## src/hdl/ymr_pkg.sv

```systemverilog
// ymr_pkg: shared constants, types and the CRC-16 byte update for the
// YMODEM packet receiver. No dependencies.
package ymr_pkg;

  localparam int SHORT_BLOCK = 128;
  localparam int LONG_BLOCK  = 1024;
  localparam int IDX_W       = 10;
  localparam int QUEUE_DEPTH = 2;

  localparam logic [7:0]  C_SOH    = 8'h01;
  localparam logic [7:0]  C_STX    = 8'h02;
  localparam logic [7:0]  C_EOT    = 8'h04;
  localparam logic [7:0]  C_CAN    = 8'h18;
  localparam logic [15:0] CRC_POLY = 16'h1021;

  typedef enum logic [3:0] {
    K_DATA    = 4'd0,
    K_OK      = 4'd1,
    K_EOT     = 4'd2,
    K_CANCEL  = 4'd3,
    K_BADCMD  = 4'd4,
    K_BADSEQ  = 4'd5,
    K_BADCRC  = 4'd6,
    K_TIMEOUT = 4'd7,
    K_LONECAN = 4'd8
  } kind_t;

  // work handed from the framer to the CRC/result stage
  typedef enum logic [2:0] {
    OP_NONE,
    OP_START,
    OP_DATA,
    OP_FEED,
    OP_CHECK,
    OP_EMIT
  } op_t;

  typedef struct packed {
    op_t              op;
    kind_t            kind;
    logic [7:0]       data;
    logic [IDX_W-1:0] index;
    logic [7:0]       seq;
    logic             long_blk;
    logic             seq_ok;
  } op_pkt_t;

  // CRC-16/XMODEM, MSB first, one byte
  function automatic logic [15:0] crc_feed(input logic [15:0] crc, input logic [7:0] b);
    logic [15:0] c;
    c = crc ^ {b, 8'h00};
    for (int i = 0; i < 8; i++) begin
      if (c[15]) c = {c[14:0], 1'b0} ^ CRC_POLY;
      else       c = {c[14:0], 1'b0};
    end
    return c;
  endfunction

endpackage

```

## src/hdl/ymr_if.sv

```systemverilog
// ymr_if: valid/ready channel interfaces for line events and results.
// Depends on ymr_pkg.
interface ymr_req_if;
  logic       valid;
  logic       ready;
  logic       action;
  logic [7:0] rx_byte;
  modport source (output valid, output action, output rx_byte, input ready);
  modport sink   (input valid, input action, input rx_byte, output ready);
endinterface

interface ymr_res_if;
  logic                      valid;
  logic                      ready;
  logic [3:0]                kind;
  logic [7:0]                payload_byte;
  logic [ymr_pkg::IDX_W-1:0] byte_index;
  logic [7:0]                block_sequence;
  logic                      long_block;
  modport source (output valid, output kind, output payload_byte, output byte_index,
                  output block_sequence, output long_block, input ready);
  modport sink   (input valid, input kind, input payload_byte, input byte_index,
                  input block_sequence, input long_block, output ready);
endinterface

```

## src/hdl/ymr_fifo.sv

```systemverilog
// ymr_fifo: small register FIFO between the framer and the result stage.
// No package dependency.
module ymr_fifo #(
  parameter int WIDTH = 8,
  parameter int DEPTH = 2
) (
  input  logic             clk,
  input  logic             rst,
  input  logic             push,
  input  logic [WIDTH-1:0] push_data,
  output logic             full,
  input  logic             pop,
  output logic [WIDTH-1:0] pop_data,
  output logic             not_empty
);
  localparam int PTR_W = (DEPTH > 1) ? $clog2(DEPTH) : 1;
  localparam int CNT_W = $clog2(DEPTH + 1);

  logic [WIDTH-1:0] mem [DEPTH];
  logic [PTR_W-1:0] wr_ptr;
  logic [PTR_W-1:0] rd_ptr;
  logic [CNT_W-1:0] count;
  logic             do_push;
  logic             do_pop;

  assign full      = (count == CNT_W'(DEPTH));
  assign not_empty = (count != '0);
  assign do_push   = push && !full;
  assign do_pop    = pop && not_empty;
  assign pop_data  = mem[rd_ptr];

  always_ff @(posedge clk) begin
    if (rst) begin
      wr_ptr <= '0;
      rd_ptr <= '0;
      count  <= '0;
    end else begin
      if (do_push) begin
        mem[wr_ptr] <= push_data;
        wr_ptr <= (wr_ptr == PTR_W'(DEPTH - 1)) ? '0 : wr_ptr + 1'b1;
      end
      if (do_pop) begin
        rd_ptr <= (rd_ptr == PTR_W'(DEPTH - 1)) ? '0 : rd_ptr + 1'b1;
      end
      if (do_push && !do_pop)      count <= count + 1'b1;
      else if (!do_push && do_pop) count <= count - 1'b1;
    end
  end
endmodule

```

## src/hdl/ymr_front.sv

```systemverilog
// ymr_front: packet framer. Tracks the packet phase, classifies each line
// event and pushes one work packet per transaction. Depends on ymr_pkg.
module ymr_front (
  input  logic             clk,
  input  logic             rst,
  input  logic             in_valid,
  output logic             in_ready,
  input  logic             action,
  input  logic [7:0]       rx_byte,
  output logic             push,
  output ymr_pkg::op_pkt_t push_op,
  input  logic             q_full
);
  import ymr_pkg::*;

  typedef enum logic [2:0] {
    PH_IDLE = 3'd0,
    PH_SEQ  = 3'd1,
    PH_SEQC = 3'd2,
    PH_DATA = 3'd3,
    PH_CRCH = 3'd4,
    PH_CRCL = 3'd5,
    PH_CANW = 3'd6
  } phase_t;

  localparam logic [IDX_W:0] SIZE_SHORT = (IDX_W + 1)'(SHORT_BLOCK);
  localparam logic [IDX_W:0] SIZE_LONG  = (IDX_W + 1)'(LONG_BLOCK);

  phase_t           phase, phase_next;
  logic             long_mode, long_mode_next;
  logic [IDX_W-1:0] payload_count, payload_count_next;
  logic [7:0]       seq_value, seq_value_next;
  logic [7:0]       seq_complement, seq_complement_next;
  logic             last_byte;
  logic             accept;

  assign in_ready = !q_full;
  assign accept   = in_valid && in_ready;
  assign push     = accept;

  assign last_byte = ({1'b0, payload_count} + 1'b1) >= (long_mode ? SIZE_LONG : SIZE_SHORT);

  always_comb begin
    phase_next          = phase;
    long_mode_next      = long_mode;
    payload_count_next  = payload_count;
    seq_value_next      = seq_value;
    seq_complement_next = seq_complement;
    push_op.op          = OP_NONE;
    push_op.kind        = K_TIMEOUT;
    push_op.data        = rx_byte;
    push_op.index       = '0;
    push_op.seq         = '0;
    push_op.long_blk    = 1'b0;
    push_op.seq_ok      = (seq_value == ~seq_complement);
    if (action) begin
      phase_next   = PH_IDLE;
      push_op.op   = OP_EMIT;
      push_op.kind = (phase == PH_CANW) ? K_LONECAN : K_TIMEOUT;
    end else begin
      unique case (phase)
        PH_SEQ: begin
          seq_value_next = rx_byte;
          phase_next     = PH_SEQC;
        end
        PH_SEQC: begin
          seq_complement_next = rx_byte;
          phase_next          = PH_DATA;
        end
        PH_DATA: begin
          push_op.op       = OP_DATA;
          push_op.kind     = K_DATA;
          push_op.index    = payload_count;
          push_op.seq      = seq_value;
          push_op.long_blk = long_mode;
          if (last_byte) begin
            payload_count_next = '0;
            phase_next         = PH_CRCH;
          end else begin
            payload_count_next = payload_count + 1'b1;
          end
        end
        PH_CRCH: begin
          push_op.op = OP_FEED;
          phase_next = PH_CRCL;
        end
        PH_CRCL: begin
          push_op.op       = OP_CHECK;
          push_op.kind     = K_OK;
          push_op.seq      = seq_value;
          push_op.long_blk = long_mode;
          phase_next       = PH_IDLE;
        end
        PH_CANW: begin
          push_op.op   = OP_EMIT;
          push_op.kind = (rx_byte == C_CAN) ? K_CANCEL : K_LONECAN;
          phase_next   = PH_IDLE;
        end
        default: begin
          // idle, and any stray phase code
          phase_next = PH_IDLE;
          if (rx_byte == C_SOH || rx_byte == C_STX) begin
            long_mode_next     = (rx_byte == C_STX);
            payload_count_next = '0;
            push_op.op         = OP_START;
            phase_next         = PH_SEQ;
          end else if (rx_byte == C_EOT) begin
            push_op.op   = OP_EMIT;
            push_op.kind = K_EOT;
          end else if (rx_byte == C_CAN) begin
            phase_next = PH_CANW;
          end else begin
            push_op.op   = OP_EMIT;
            push_op.kind = K_BADCMD;
          end
        end
      endcase
    end
  end

  always_ff @(posedge clk) begin
    if (rst) begin
      phase          <= PH_IDLE;
      long_mode      <= 1'b0;
      payload_count  <= '0;
      seq_value      <= '0;
      seq_complement <= '0;
    end else if (accept) begin
      phase          <= phase_next;
      long_mode      <= long_mode_next;
      payload_count  <= payload_count_next;
      seq_value      <= seq_value_next;
      seq_complement <= seq_complement_next;
    end
  end
endmodule

```

## src/hdl/ymr_back.sv

```systemverilog
// ymr_back: CRC accumulator and result register. Pops work packets from the
// queue and drives the result channel. Depends on ymr_pkg.
module ymr_back (
  input  logic                clk,
  input  logic                rst,
  input  logic                q_valid,
  input  ymr_pkg::op_pkt_t    q_op,
  output logic                q_pop,
  output logic                out_valid,
  input  logic                out_ready,
  output logic [3:0]          kind,
  output logic [7:0]          payload_byte,
  output logic [ymr_pkg::IDX_W-1:0] byte_index,
  output logic [7:0]          block_sequence,
  output logic                long_block
);
  import ymr_pkg::*;

  logic [15:0] crc_register;
  logic [15:0] crc_fed;
  logic        advance;
  logic        has_result;
  kind_t       res_kind;

  assign advance = !out_valid || out_ready;
  assign q_pop   = q_valid && advance;
  assign crc_fed = crc_feed(crc_register, q_op.data);

  always_comb begin
    has_result = 1'b0;
    res_kind   = q_op.kind;
    case (q_op.op)
      OP_DATA, OP_EMIT: has_result = 1'b1;
      OP_CHECK: begin
        has_result = 1'b1;
        // sequence mismatch wins over a CRC failure
        if (!q_op.seq_ok)          res_kind = K_BADSEQ;
        else if (crc_fed != 16'h0) res_kind = K_BADCRC;
        else                       res_kind = K_OK;
      end
      default: has_result = 1'b0;
    endcase
  end

  always_ff @(posedge clk) begin
    if (rst) begin
      out_valid    <= 1'b0;
      crc_register <= '0;
    end else begin
      if (q_pop) begin
        case (q_op.op)
          OP_START:                   crc_register <= '0;
          OP_DATA, OP_FEED, OP_CHECK: crc_register <= crc_fed;
          default:                    crc_register <= crc_register;
        endcase
      end
      if (advance) begin
        out_valid <= q_valid && has_result;
        if (q_valid && has_result) begin
          kind           <= res_kind;
          payload_byte   <= (q_op.op == OP_DATA) ? q_op.data : 8'h00;
          byte_index     <= (q_op.op == OP_DATA) ? q_op.index : '0;
          block_sequence <= q_op.seq;
          long_block     <= q_op.long_blk;
        end
      end
    end
  end
endmodule

```

## src/hdl/ymodem_packet_receiver.sv

```systemverilog
// Channel   | Dir | Payload                                              | Handshake
// request   | in  | action, rx_byte                                      | valid/ready
// result    | out | kind, payload_byte, byte_index, block_sequence, long | valid/ready
//
// One line event per cycle while the queue has room; the framer phase register
// closes its loop within the framer and the CRC update (one byte through an 8-step
// table-free unroll) closes in the result stage. A result is written into the
// queue at the accepting edge and into the result register once it is popped.
// Reset (rst, synchronous) clears the phase, the queue, the CRC and result valid.
// A stalled result holds the result register; the queue then fills and request
// ready drops once it holds QUEUE_DEPTH work packets.
module ymodem_packet_receiver #(
  parameter int QUEUE_DEPTH = ymr_pkg::QUEUE_DEPTH
) (
  input logic       clk,
  input logic       rst,
  ymr_req_if.sink   request,
  ymr_res_if.source result
);
  import ymr_pkg::*;

  localparam int OP_W = $bits(op_pkt_t);

  logic    push;
  op_pkt_t push_op;
  logic    q_full;
  logic    q_valid;
  op_pkt_t q_op;
  logic    q_pop;

  ymr_front u_front (
    .clk      (clk),
    .rst      (rst),
    .in_valid (request.valid),
    .in_ready (request.ready),
    .action   (request.action),
    .rx_byte  (request.rx_byte),
    .push     (push),
    .push_op  (push_op),
    .q_full   (q_full)
  );

  ymr_fifo #(
    .WIDTH (OP_W),
    .DEPTH (QUEUE_DEPTH)
  ) u_queue (
    .clk       (clk),
    .rst       (rst),
    .push      (push),
    .push_data (push_op),
    .full      (q_full),
    .pop       (q_pop),
    .pop_data  (q_op),
    .not_empty (q_valid)
  );

  ymr_back u_back (
    .clk            (clk),
    .rst            (rst),
    .q_valid        (q_valid),
    .q_op           (q_op),
    .q_pop          (q_pop),
    .out_valid      (result.valid),
    .out_ready      (result.ready),
    .kind           (result.kind),
    .payload_byte   (result.payload_byte),
    .byte_index     (result.byte_index),
    .block_sequence (result.block_sequence),
    .long_block     (result.long_block)
  );
endmodule

```

## src/flat_wrapper.sv

```systemverilog
// flat-port wrapper written by rule: the top's interface ports become plain ports
module ymodem_packet_receiver_flat import ymr_pkg::*;
#(
  parameter int QUEUE_DEPTH = ymr_pkg::QUEUE_DEPTH
)
  (clk, rst, request_valid, request_action, request_rx_byte, request_ready, result_valid, result_kind, result_payload_byte, result_byte_index, result_block_sequence, result_long_block, result_ready);
  ymr_req_if request_i ();
  ymr_res_if result_i ();
  input logic clk;
  input logic rst;
  input wire logic [$bits(request_i.valid)-1:0] request_valid;
  input wire logic [$bits(request_i.action)-1:0] request_action;
  input wire logic [$bits(request_i.rx_byte)-1:0] request_rx_byte;
  output wire logic [$bits(request_i.ready)-1:0] request_ready;
  output wire logic [$bits(result_i.valid)-1:0] result_valid;
  output wire logic [$bits(result_i.kind)-1:0] result_kind;
  output wire logic [$bits(result_i.payload_byte)-1:0] result_payload_byte;
  output wire logic [$bits(result_i.byte_index)-1:0] result_byte_index;
  output wire logic [$bits(result_i.block_sequence)-1:0] result_block_sequence;
  output wire logic [$bits(result_i.long_block)-1:0] result_long_block;
  input wire logic [$bits(result_i.ready)-1:0] result_ready;
  assign request_i.valid = request_valid;
  assign request_i.action = request_action;
  assign request_i.rx_byte = request_rx_byte;
  assign request_ready = request_i.ready;
  assign result_valid = result_i.valid;
  assign result_kind = result_i.kind;
  assign result_payload_byte = result_i.payload_byte;
  assign result_byte_index = result_i.byte_index;
  assign result_block_sequence = result_i.block_sequence;
  assign result_long_block = result_i.long_block;
  assign result_i.ready = result_ready;
  ymodem_packet_receiver #(.QUEUE_DEPTH(QUEUE_DEPTH)) u_core (.clk(clk), .rst(rst), .request(request_i), .result(result_i));
endmodule
```

## config.mk

```make
export PLATFORM = sky130hd
export DESIGN_NAME = ymodem_packet_receiver_flat
export DESIGN_NICKNAME = d
export VERILOG_FILES = /design/src/hdl/ymr_pkg.sv /design/src/hdl/ymr_if.sv /design/src/hdl/ymr_fifo.sv /design/src/hdl/ymr_front.sv /design/src/hdl/ymr_back.sv /design/src/hdl/ymodem_packet_receiver.sv /design/src/flat_wrapper.sv
export SDC_FILE = /design/constraint.sdc
export NUM_CORES = 1
export LEC_CHECK = 0
export CAP_MARGIN = 40
export CORE_MARGIN = 4
export CORE_UTILIZATION = 56
export DETAILED_ROUTE_END_ITERATION = 6
export DONT_BUFFER_PORTS = 1
export GPL_TIMING_DRIVEN = 0
export PLACE_DENSITY = 0.84
export SLEW_MARGIN = 5
export SYNTH_ARGS = -nofsm -noshare
export SYNTH_HDL_FRONTEND = slang
export SYNTH_SLANG_ARGS = --single-unit
```

## constraint.sdc

```tcl
create_clock -name clk -period 4.5 [get_ports clk]
set_input_delay 0 -clock clk [delete_from_list [all_inputs] [get_ports clk]]
set_output_delay 0 -clock clk [all_outputs]
set_load 0.005 [all_outputs]
```

==> metrics.txt <==
Die ar.=~14,000 sq um; M2 GR Usage=0.333; Max Cap Violations=0; Port Buffers=0; final setup fails=0; clock network fraction of design power=0.363; core area=11,600 sq um; placed insts=approximately 730; outcome=completed; Reg clk slew, reported paths=roughly 0.06 ns; dpl hpwl=10.2 mm; cell chain of the critical path=clkbuf_1 > and4_1 > clkbuf_1 > nand4_1 > xor2_1 > ha_1 > nand4_1 > o41ai_2 > nor2_1 > a22oi_1 > nor2_1; largest net degree at the start of global routing=18; cell area after synthesis=about 6800 sq um; Hold Path End=u_core.u_queue.mem[0][11]; Starting Density=0.583; critical setup path kind=register to register; Slew Limit Fails=0; DR vias=4,630; commonest cells after routing, fill and taps aside=edfxtp_1 (101), nor2_1 (83), dfxtp_1 (52), mux2i_1 (39), nand2_1 (28); Cell Rows=39; predominant post-synthesis flop cell=edfxtp_1; share of layout cells above drive strength 1=0.104; vias in the first global route=around 4,500; CP Max Fanout=9; Flop pwr share=0.443; design area=approximately 7800 sq um; area growth from synthesis to layout=14.9%; grt ovf=0; Final nets=~640; GR Layer Usage met3=0.0519; FFs w/ async S/R, synth=0; drt drc=0; worst slack, placed=~1.3 ns; Cell Pwr Density=between 400 and 500 nW/um^2; sequential fraction of the synthesis area=0.602; Worst VDD drop=around 0.24 mV; Crit path max-delay family=compound AO/OA/AOI/OAI gates; Worst-Margin Slew=0.828 ns; slowest CP cell=o41ai_2; Required @ worst endpoint=around 4.8 ns; Hold/Removal Path Class=primary input to register; grt peak-use layer=met2; Avg Inst Size Synth=between 10 and 15 sq um; R2R depth=11; first-pass GRT wire length=23.2 mm; combinational share of power=0.195; root buf cell=clkbuf_16; Crit Reg-Reg Startpoint=u_core.u_front.payload_count[3]; initial antenna violation count=0; P_sw=approximately 1.0 mW; Total Wirelength=about 15 mm; Critical path buffers and inverters=2; post-route ant nets=0; Post-synth EDFFs=between 100 and 150; delay of the slowest critical-path stage=about 0.72 ns; Sw Ratio=0.268; Clock Tree Buf Depth=2; met1 Use GR=0.292; num ports=46; Slew HR=0.445; Final GP Congestion=0.934; Leak=around 2.8 nW; wire length per cell=18.7 microns; GRT Util Overall=0.214; Int Power=between 2 and 3 mW; TritonCTS clock tree=built; Setup crit start kind=register; FF+latch count, synth=between 150 and 200; Period minus WS final=3.31 ns; via/cell ratio=a little under 6; post-route clock period utilization=0.735; Syn Inst Count=just under 600; H-tree levels=4; antenna cells=0; RSZ-0062 raised after global routing=no; non-filler cells, final=776; TritonRoute pass-1 iters=5; CP endpoint kind=register; die width=between 100 and 150 microns; Syn Nets=598; f_max=about 300 MHz; final hold violation count=0; final worst slack=~1.2 ns; Worst-Skew Late Latency=about 0.42 ns; Initial DRC Count=465; Synth Warn #=0; Final Skew=about 0.012 ns; Post-DP Area=7070 sq um; CP arrival=between 3 and 4 ns; hold wc startpoint=request_action; post-synth cell types=55; reg2reg end=u_core.u_front.payload_count[6]; setup slack, reg-to-reg=1.19 ns; Die Height=~120 microns; WHS Path Cells=2; setup bufs post-CTS=0; most common cell after layout, fill and taps aside=edfxtp_1; total CTS buffers=17; Setup TNS=0 ns; total clock sinks=~150
==> power groups by stage <==
stage | sequential [mW] | clock (mW) | combinational [mW]
floorplan | 1.71 | 0 | 0.548
finish | 1.69 | 1.38 | 0.740
detailed placement | 1.72 | 0 | 0.727
global placement | 1.73 | 0 | 0.664
CTS | 1.69 | 1.39 | 0.743
global route | 1.70 | 1.46 | 0.809
==> flip-flops by register name, indices dropped and copies added (netlist names), 2 cells and up, named ones only <==
signal and flops:
u_core.u_back.block_sequence 8, u_core.u_back.crc_register 16, u_core.u_front.phase 3, u_core.u_queue.count 2, u_core.u_back.payload_byte 8, u_core.u_back.kind 4
u_core.u_front.payload_count 10, u_core.u_queue.mem 70, u_core.u_front.seq_complement 8, u_core.u_front.seq_value 8, u_core.u_back.byte_index 10
==> synth_stat cells, types with 8 or more instances <==
cell	count	area share
inv_1	8	0.0044
and2_1	20	0.018
mux2_2	10	0.017
nand2_1	28	0.016
nor3_1	16	0.012
xor2_1	18	0.023
o21ai_0	21	0.016
xnor2_1	19	0.025
a22oi_1	14	0.016
a21oi_1	27	0.020
mux2i_1	39	0.058
nor2_1	83	0.046
nand3_1	8	0.0059
dfxtp_1	52	0.15
clkbuf_1	22	0.012
edfxtp_1	101	0.45
==> layout make-up <==
cell class                 instances  area, sq um
sequential                       153         4070
clock buffer                      24          538
inverter                          10         37.5
tap                              143          179
timing repair buffer              20          218
fill                             843         3830
buffer                            29          119
clock inverter                     8         52.6
multi-input combinational        389         2560
==> metal layers <==
layer,share of wire,vias to the layer above
met5,0,-
met4,0.019,0
met3,0.070,23
met2,0.47,175
met1,0.44,2232
li1,-,2200
==> worst max path at each step <==
stage	startpoint	slack (ns)	endpoint	cells after the start
5_1_grt	u_core.u_front.payload_count[3]	0.87	u_core.u_front.payload_count[8]	12
4_1_cts	u_core.u_front.payload_count[3]	1.25	u_core.u_front.payload_count[6]	11
3_5_place_dp	u_core.u_front.payload_count[3]	1.26	u_core.u_front.payload_count[6]	11
6_report	u_core.u_front.payload_count[3]	1.19	u_core.u_front.payload_count[6]	11
3_3_place_gp	register	-1.15	u_core.u_back.block_sequence[5]	6
2_1_floorplan	register	0.35	u_core.u_back.block_sequence[0]	5
==> worst reg2reg max path, stage by stage (launching register included) <==
cell and delay [ns]:
dfxtp_1 0.30, clkbuf_1 0.27, and4_1 0.23, clkbuf_1 0.23, nand4_1 0.16, xor2_1 0.20, ha_1 0.28, nand4_1 0.11
o41ai_2 0.72, nor2_1 0.34, a22oi_1 0.27, nor2_1 0.05
==> timing repair <==
| item | 4_1_cts | 5_1_grt |
|---|---|---|
| gates resized for setup | 0 | 0 |
| hold buffers | 12 | 0 |
| hold endpoints to repair | 38 | 0 |
==> metrics by stage <==
stage / utilization / hold WS (ns) / total power, mW
global placement: 0.598 / 0.0992 / 2.39
global route: 0.670 / 0.0338 / 3.97
CTS: 0.670 / 0.0108 / 3.82
finish: 0.670 / 0.0329 / 3.81
detailed placement: 0.609 / 0.0992 / 2.44
floorplan: - / 0.0989 / 2.26
==> cell families (layout without fill, tap and decap cells) <==
| family | Yosys count | in the layout | synth area share |
|---|---|---|---|
| xor gates and xnor gates | 40 | 40 | 0.0551 |
| adders and majority gates | 4 | 4 | 0.00739 |
| buffers and inverters | 39 | 91 | 0.0231 |
| DFF | 153 | 153 | 0.602 |
| muxes | 52 | 52 | 0.0830 |
| and+or+nand+nor | 203 | 203 | 0.145 |
| AOI/OAI and AO/OA | 90 | 90 | 0.0841 |
Note: power is estimated with default switching activity, not from simulation.
